--- src/rtl/sar_pkg.sv ---
// Shared types and codes for the scroll address register unit.
// No dependencies; used by every module under rtl.
package sar_pkg;

  localparam int AddrW = 15;
  localparam int FetchW = 14;

  // Action codes carried by the input word.
  localparam logic [2:0] ACT_CPU_WRITE = 3'd0;
  localparam logic [2:0] ACT_CPU_READ  = 3'd1;
  localparam logic [2:0] ACT_COARSE_X  = 3'd2;
  localparam logic [2:0] ACT_Y_STEP    = 3'd3;
  localparam logic [2:0] ACT_COPY_H    = 3'd4;
  localparam logic [2:0] ACT_COPY_V    = 3'd5;

  // CPU register indexes.
  localparam logic [2:0] REG_CONTROL = 3'd0;
  localparam logic [2:0] REG_STATUS  = 3'd2;
  localparam logic [2:0] REG_SCROLL  = 3'd5;
  localparam logic [2:0] REG_ADDRESS = 3'd6;
  localparam logic [2:0] REG_DATA    = 3'd7;

  localparam logic [4:0] COARSE_LAST = 5'd31;
  localparam logic [4:0] ROW_LAST    = 5'd29;
  localparam logic [2:0] FINE_LAST   = 3'd7;

  typedef struct packed {
    logic [AddrW-1:0] cur;
    logic [AddrW-1:0] tmp;
    logic [2:0]       fine_x;
    logic             toggle;
    logic             inc_row;
  } sar_regs_t;

  typedef struct packed {
    logic [2:0] action;
    logic [2:0] reg_sel;
    logic [7:0] data;
  } sar_item_t;

endpackage

--- src/rtl/sar_update.sv ---
// Next-state logic of the scroll address registers for one event.
// Depends on sar_pkg.
module sar_update
  import sar_pkg::*;
(
  input  sar_regs_t regs,
  input  sar_item_t item,
  output sar_regs_t regs_next
);

  logic [13:0] bumped_low;
  logic [4:0]  row_now;

  always_comb begin
    bumped_low = regs.cur[13:0] + (regs.inc_row ? 14'd32 : 14'd1);
    row_now    = regs.cur[9:5];
    regs_next  = regs;
    case (item.action)
      ACT_CPU_WRITE: begin
        case (item.reg_sel)
          REG_CONTROL: begin
            regs_next.tmp[11:10] = item.data[1:0];
            regs_next.inc_row    = item.data[2];
          end
          REG_SCROLL: begin
            if (!regs.toggle) begin
              regs_next.fine_x   = item.data[2:0];
              regs_next.tmp[4:0] = item.data[7:3];
            end else begin
              regs_next.tmp[14:12] = item.data[2:0];
              regs_next.tmp[9:5]   = item.data[7:3];
            end
            regs_next.toggle = ~regs.toggle;
          end
          REG_ADDRESS: begin
            if (!regs.toggle) begin
              regs_next.tmp[14]   = 1'b0;
              regs_next.tmp[13:8] = item.data[5:0];
            end else begin
              regs_next.tmp[7:0] = item.data;
              regs_next.cur      = {regs.tmp[14:8], item.data};
            end
            regs_next.toggle = ~regs.toggle;
          end
          REG_DATA: begin
            regs_next.cur[13:0] = bumped_low;
          end
          default: begin
          end
        endcase
      end
      ACT_CPU_READ: begin
        if (item.reg_sel == REG_STATUS) begin
          regs_next.toggle = 1'b0;
        end else if (item.reg_sel == REG_DATA) begin
          regs_next.cur[13:0] = bumped_low;
        end
      end
      ACT_COARSE_X: begin
        if (regs.cur[4:0] == COARSE_LAST) begin
          regs_next.cur[4:0] = 5'd0;
          regs_next.cur[10]  = ~regs.cur[10];
        end else begin
          regs_next.cur[4:0] = regs.cur[4:0] + 5'd1;
        end
      end
      ACT_Y_STEP: begin
        if (regs.cur[14:12] != FINE_LAST) begin
          regs_next.cur[14:12] = regs.cur[14:12] + 3'd1;
        end else begin
          regs_next.cur[14:12] = 3'd0;
          if (row_now == ROW_LAST) begin
            regs_next.cur[9:5] = 5'd0;
            regs_next.cur[11]  = ~regs.cur[11];
          end else if (row_now == COARSE_LAST) begin
            regs_next.cur[9:5] = 5'd0;
          end else begin
            regs_next.cur[9:5] = row_now + 5'd1;
          end
        end
      end
      ACT_COPY_H: begin
        regs_next.cur[10]  = regs.tmp[10];
        regs_next.cur[4:0] = regs.tmp[4:0];
      end
      ACT_COPY_V: begin
        regs_next.cur[14:11] = regs.tmp[14:11];
        regs_next.cur[9:5]   = regs.tmp[9:5];
      end
      default: begin
      end
    endcase
  end

endmodule

--- src/rtl/sar_fetch.sv ---
// Tile and attribute fetch address decode from the current address.
// Depends on sar_pkg.
module sar_fetch
  import sar_pkg::*;
(
  input  logic [AddrW-1:0]  cur,
  output logic [FetchW-1:0] tile_addr,
  output logic [FetchW-1:0] attr_addr
);

  // Nametable base at 0x2000; attribute table sits at offset 0x3C0.
  assign tile_addr = {2'b10, cur[11:0]};
  assign attr_addr = {2'b10, cur[11:10], 4'b1111, cur[9:7], cur[4:2]};

endmodule

--- src/rtl/scroll_address_register_unit.sv ---
// Top level of the scroll address register unit.
// Depends on sar_pkg, sar_update and sar_fetch.
//
// Usage:
// The input channel (in_valid / in_stall) carries one event word per
// cycle while in_stall is low: a CPU register write or read, or a render
// event (coarse X step, Y step, horizontal or vertical copy from the
// temporary address). The output channel (out_valid / out_stall) returns
// one result word per event, showing the registers after that event: the
// current address, the tile and attribute fetch addresses, fine X and the
// write toggle. An accepted word goes into an input register; the register
// update and the fetch address decode run in a single short combinational
// pass from there, and the result lands in the output register, where
// out_valid rises. While out_stall stays low the unit sustains one word
// per cycle. The input register keeps accepting while a result waits, so
// in_stall only rises when both stages are full and the receiver holds
// out_stall high.
// Reset clears every address register, fine X, the toggle and the
// increment mode (increment by one), and empties both stages.
module scroll_address_register_unit
  import sar_pkg::*;
(
  input  logic              clk,
  input  logic              rst,
  input  logic              in_valid,
  output logic              in_stall,
  input  logic [2:0]        action,
  input  logic [2:0]        reg_select,
  input  logic [7:0]        data_byte,
  output logic              out_valid,
  input  logic              out_stall,
  output logic [AddrW-1:0]  current_address,
  output logic [FetchW-1:0] tile_fetch_address,
  output logic [FetchW-1:0] attribute_fetch_address,
  output logic [2:0]        fine_x_scroll,
  output logic              second_write_pending
);

  // Input stage holding one event word.
  logic      s1_valid;
  sar_item_t s1_item;

  // Architectural registers and their next value for the held event.
  sar_regs_t regs;
  sar_regs_t regs_next;

  logic [FetchW-1:0] tile_next;
  logic [FetchW-1:0] attr_next;

  logic advance;
  logic in_take;

  // The held event commits when the output register is free or being drained.
  assign advance  = s1_valid && (!out_valid || !out_stall);
  assign in_stall = s1_valid && !advance;
  assign in_take  = in_valid && !in_stall;

  sar_update u_update (
    .regs      (regs),
    .item      (s1_item),
    .regs_next (regs_next)
  );

  sar_fetch u_fetch (
    .cur       (regs_next.cur),
    .tile_addr (tile_next),
    .attr_addr (attr_next)
  );

  always_ff @(posedge clk) begin
    if (rst) begin
      s1_valid <= 1'b0;
    end else if (in_take) begin
      s1_valid <= 1'b1;
    end else if (advance) begin
      s1_valid <= 1'b0;
    end
  end

  always_ff @(posedge clk) begin
    if (in_take) begin
      s1_item.action  <= action;
      s1_item.reg_sel <= reg_select;
      s1_item.data    <= data_byte;
    end
  end

  always_ff @(posedge clk) begin
    if (rst) begin
      regs <= '0;
    end else if (advance) begin
      regs <= regs_next;
    end
  end

  always_ff @(posedge clk) begin
    if (rst) begin
      out_valid <= 1'b0;
    end else if (advance) begin
      out_valid <= 1'b1;
    end else if (!out_stall) begin
      out_valid <= 1'b0;
    end
  end

  always_ff @(posedge clk) begin
    if (advance) begin
      current_address         <= regs_next.cur;
      tile_fetch_address      <= tile_next;
      attribute_fetch_address <= attr_next;
      fine_x_scroll           <= regs_next.fine_x;
      second_write_pending    <= regs_next.toggle;
    end
  end

  // A committed event always leaves a result behind.
  assert property (@(posedge clk) disable iff (rst) advance |=> out_valid)
    else $error("committed event produced no result");

  // The shown current address, fine X and toggle always match the committed register state.
  assert property (@(posedge clk) disable iff (rst)
    out_valid |-> (current_address == regs.cur && fine_x_scroll == regs.fine_x
                   && second_write_pending == regs.toggle))
    else $error("result word disagrees with register state");

  // A held event waits unchanged until it commits.
  assert property (@(posedge clk) disable iff (rst)
    in_stall |=> s1_valid && $stable(s1_item))
    else $error("held event lost or changed while stalled");

  // Stall only rises with a full input stage.
  assert property (@(posedge clk) disable iff (rst) in_stall |-> s1_valid)
    else $error("input stalled with empty input stage");

endmodule
--- config.mk ---
export PLATFORM = sky130hd
export DESIGN_NAME = scroll_address_register_unit
export DESIGN_NICKNAME = d
export VERILOG_FILES = /design/src/rtl/sar_pkg.sv /design/src/rtl/sar_update.sv /design/src/rtl/sar_fetch.sv /design/src/rtl/scroll_address_register_unit.sv
export SDC_FILE = /design/constraint.sdc
export NUM_CORES = 1
export LEC_CHECK = 0
export ABC_AREA = 1
export ABC_CLOCK_PERIOD_IN_PS = 5800
export BUFFER_PORTS_ARGS = -buffer_cell sky130_fd_sc_hd__buf_2
export CAP_MARGIN = 20
export CELL_PAD_IN_SITES_DETAIL_PLACEMENT = 1
export CELL_PAD_IN_SITES_GLOBAL_PLACEMENT = 2
export CORE_ASPECT_RATIO = 0.9
export CORE_UTILIZATION = 39
export CTS_CLUSTER_DIAMETER = 150
export DETAILED_ROUTE_END_ITERATION = 6
export PLACE_DENSITY_LB_ADDON = 0.2
export SYNTH_ARGS = -nofsm -noshare
export SYNTH_HDL_FRONTEND = slang
export SYNTH_HIERARCHICAL = 1
export SYNTH_SLANG_ARGS = --single-unit
--- constraint.sdc ---
create_clock -name clk -period 5.8 [get_ports clk]
set_clock_uncertainty 0.15 [all_clocks]
set_input_delay 1.16 -clock clk [delete_from_list [all_inputs] [get_ports clk]]
set_output_delay 1.16 -clock clk [all_outputs]
set_load 0.05 [all_outputs]
# Yosys cells after proc, flatten, opt, wreduce, memory -nomap -nowiden
# Index checks and enable logic that the tools add are counted.
# op_classes
bitwise_logic,3
add_sub_neg,4
eq_ne,18
reduce_logical,19
n_mux,36
# ops
op,count
$pmux 5 s4,2
$mux 14,2
$pmux 14 s2,1
$mux 5,5
$pmux 10 s2,1
$mux 8,2
$eq 3x3->1 const B,5
$eq 5x5->1 const B,3
$mux 15,1
$reduce_and 5->1,3
$add 14x14->14,1
$mux 3,4
$pmux 3 s4,1
$add 5x1->5 const B,2
$mux 1,10
$eq 3x2->1 const B,3
$ne 2x2->1 const B,4
$mux 7,1
$logic_not 3->1,2
$mux 6,1
$pmux 3 s2,1
$reduce_bool 2->1,3
$logic_not 1->1,4
$pmux 1 s4,1
13 further kinds,17
# totals
out_inout_bits,49
wordCells,98
regBits,90
inputBits,18

# Logic depth before layout (Yosys ltp)
# depth
depth_word,8
depth_mapped,17

# Cells and area by module
# Netlist, hierarchy kept.
# by_module_without_submodules
module,seq_area_each_um2,instances,cells_each,area_each_um2
scroll_address_register_unit,2572.5,1,302,3688.5
sar_update,0.0,1,398,2163.3
sar_fetch,0.0,1,30,217.7

# Least setup slack after synthesis
# OpenSTA, ideal clock, no wires.
# synth_path
path_kind,input port to flip-flop
start,input out_stall
end,"register attribute_fetch_address[0], enable pin"
arrival_ps,3480
setup_time_ps,467
path_stages,1
slack_ps,1703
cell_sequence,a21oi_1
# synth_via
elab_chain_cells,3
# synth_rtl
element,line_no,text
"start, declared",scroll_address_register_unit.sv:31,"input logic out_stall,"
$logic_not 1->1,--,
$logic_or 1x1->1,scroll_address_register_unit.sv:54,assign advance = s1_valid && (!out_valid || !out_stall);
$logic_and 1x1->1,scroll_address_register_unit.sv:54,
"end signal, assigned",scroll_address_register_unit.sv:110,attribute_fetch_address <= attr_next;
"end, declared",scroll_address_register_unit.sv:34,"output logic [FetchW-1:0] attribute_fetch_address,"
# No other way between the ends.
# A chain may end at the register's enable or synchronous reset.

# Final worst setup path
# layout_path
start,input out_stall
end,output in_stall
# layout_via
elab_chain_cells,5
# layout_rtl
element,line_no,text
$logic_not 1->1,--,
$logic_or 1x1->1,scroll_address_register_unit.sv:54,
$logic_and 1x1->1,scroll_address_register_unit.sv:54,
$logic_not 1->1,scroll_address_register_unit.sv:55,assign in_stall = s1_valid && !advance;
$logic_and 1x1->1,scroll_address_register_unit.sv:55,
"end, declared",scroll_address_register_unit.sv:26,"output logic in_stall,"
# No other way between the ends.

==> metrics.txt <==
status=finished clean; n_diodes=0; DRT antenna net count=0; Final #Nets=788; post-DR wirelength/cell=17.8 um; Hold Path Class=reg -> reg; Num Clock Sinks=98; switch share=0.307; maximum VDD drop=0.173 mV; internal power=1.21 mW; clk buf depth=2; cts hold-fix bufs=0; largest net degree at the start of global routing=72; Primary FF master, synth=edfxtp_1; Port-buffer cells=66; Tmin final=3.12 ns; Initial Util=0.405; Least-Margin Pin Slew=1.00 ns; CTS tree=done; post-synthesis sequential area ratio=0.424; die width=134 um; Area contributors post-synth=edfxtp_1 (30%), dfxtp_1 (12%), nand2_1 (7.3%); setup_tns=0 ns; max-slew violation count=0; io pins=67; share of layout cells above drive strength 1=0.220; P_leak=2.68 nW; DP HPWL=12,300 um; Yosys Warn Count=6; Comb power frac=0.181; cell taking the most area after synthesis=edfxtp_1; core area=15,000 um^2; Slew HR=0.333; Global Route Usage Sum=0.223; final WL=17,200 um; CP Class=in -> out; crit start category=input port; Synth cell types=48; Tcrit/Tclk final=0.539; drt first pass iters=5; H-tree Lvls=3; most frequent cell after synthesis=nand2_1; clk_lat worst skew=0.36 ns; WP data required=4.49 ns; Post-synth EDFFs=61; Post-CTS Resized=0; vias in the first global route=5,159; max-cap viol count=0; first-pass GRT wire length=27,300 um; Rows=42; Fmax=320 MHz; Starting DRT DRC Count=289; flops & latches, synth=98; WP data arrival=1.81 ns; power share of the clock group=0.347; crit-path max FO=3; fin worst setup slack=2.68 ns; GP Congestion=0.836; DIE AREA=16,100 um^2; PwrDens=265 nW/um^2; Final Setup Violations=0; final hold vios=0; CTS clock-pin slew for the worst setup and hold paths=0.07 ns; share of flip-flops with an asynchronous set or reset=0; initial antenna violation count=0; Via density=5.29; critical path capture point type=output pin; CTS Root Cell=clkbuf_16; synth cell count leaders=nand2_1 (118), nor2_1 (90), inv_1 (88); Yosys top cell area share=0.302; CTS Buf Count=9; Seq pwr share=0.472; NetSw=0.536 mW; Die H=120 um; Post-CTS Setup Inserts=0; Post-Syn Instances=730; syn avg cell area=8.31 um^2; Layout area overhead=8.80%; Vias=5,093; Mapped Area=6070 um^2; RSZ-0062 raised after global routing=false; drt drc=0; GRT overflow=0; Placement Setup Slack=2.67 ns
-- cell usage in the layout (no fill, tap or decap), drive strengths merged, types with 4 or more instances in the layout --
master | Yosys | routed
o21ai | 44 | 44
nand4 | 13 | 13
a21oi | 68 | 68
ha | 10 | 10
or2 | 5 | 5
inv | 98 | 99
o211ai | 12 | 12
a31oi | 4 | 4
buf | 55 | 70
o22ai | 7 | 7
edfxtp | 61 | 61
dfxtp | 37 | 37
conb | 2 | 8
nand2 | 124 | 124
nor3 | 6 | 6
nor2 | 98 | 98
nand3 | 61 | 61
clkbuf | 2 | 10
-- worst max-delay path: stages --
cell and delay (ns):
buf_2 0.15, nand3_1 0.15, inv_1 0.09, buf_2 0.26
-- power groups by stage --
stage                     clock network, mW  registers, mW  logic, mW
after floorplan                           0          0.895      0.202
after global placement                    0          0.840      0.305
after detailed placement                  0          0.842      0.314
after CTS                             0.623          0.827      0.316
after global routing                  0.650          0.832      0.347
final                                 0.607          0.826      0.316
-- routing by layer --
| metal | global-route usage | routed length (um) |
|---|---|---|
| met3 | 0.0382 | 561 |
| met1 | 0.293 | 8260 |
| met5 | 0 | 0 |
| met2 | 0.375 | 8120 |
| met4 | 0.0639 | 211 |
-- per-stage QoR --
stage	instance area (um^2)	utilization	hold slack [ns]	power, mW	instances
floorplan	6090	-	0.296	1.10	736
global placement	6290	0.420	0.312	1.14	946
detailed placement	6290	0.420	0.318	1.16	946
CTS	6590	0.440	0.336	1.77	962
global route	6600	0.441	0.375	1.83	963
finish	6600	0.441	0.334	1.75	963
-- sequential cells by signal (all words and copies together), names as in the netlist --
signal,cells
regs,35
current_address,15
attribute_fetch_address,14
s1_item,14
tile_fetch_address,14
fine_x_scroll,3
out_valid,1
s1_valid,1
second_write_pending,1
-- cell families after synthesis --
group,Yosys count,synth area share
compound gates,153,0.154
xor+xnor,3,0.00433
fa+ha+maj,10,0.0206
buf+inv,155,0.129
flops,98,0.424
mux,1,0.00247
other cells,2,0.00124
simple gates,308,0.265
-- path summary, 6_finish.rpt --
kind / end / cells after the start / slack, ns / startpoint
setup / recovery: in_stall / 4 / 2.68 / out_stall
hold / removal: regs[6]$_SDFFE_PP0P_ / 2 / 0.33 / regs[6]$_SDFFE_PP0P_
setup reg to reg: regs[31]$_SDFFE_PP0P_ / 13 / 3.16 / regs[20]$_SDFFE_PP0P_
hold reg to reg: regs[6]$_SDFFE_PP0P_ / 2 / 0.33 / regs[6]$_SDFFE_PP0P_
-- layout make-up --
class / instances / area (um^2)
clock buffer: 10 / 229
sequential: 98 / 2570
multi-input combinational: 483 / 2750
inverter: 98 / 370
fill: 1827 / 8370
clock inverter: 6 / 67.6
timing repair buffer: 70 / 368
tap: 198 / 248
Note: power is estimated with default switching activity, not from simulation.
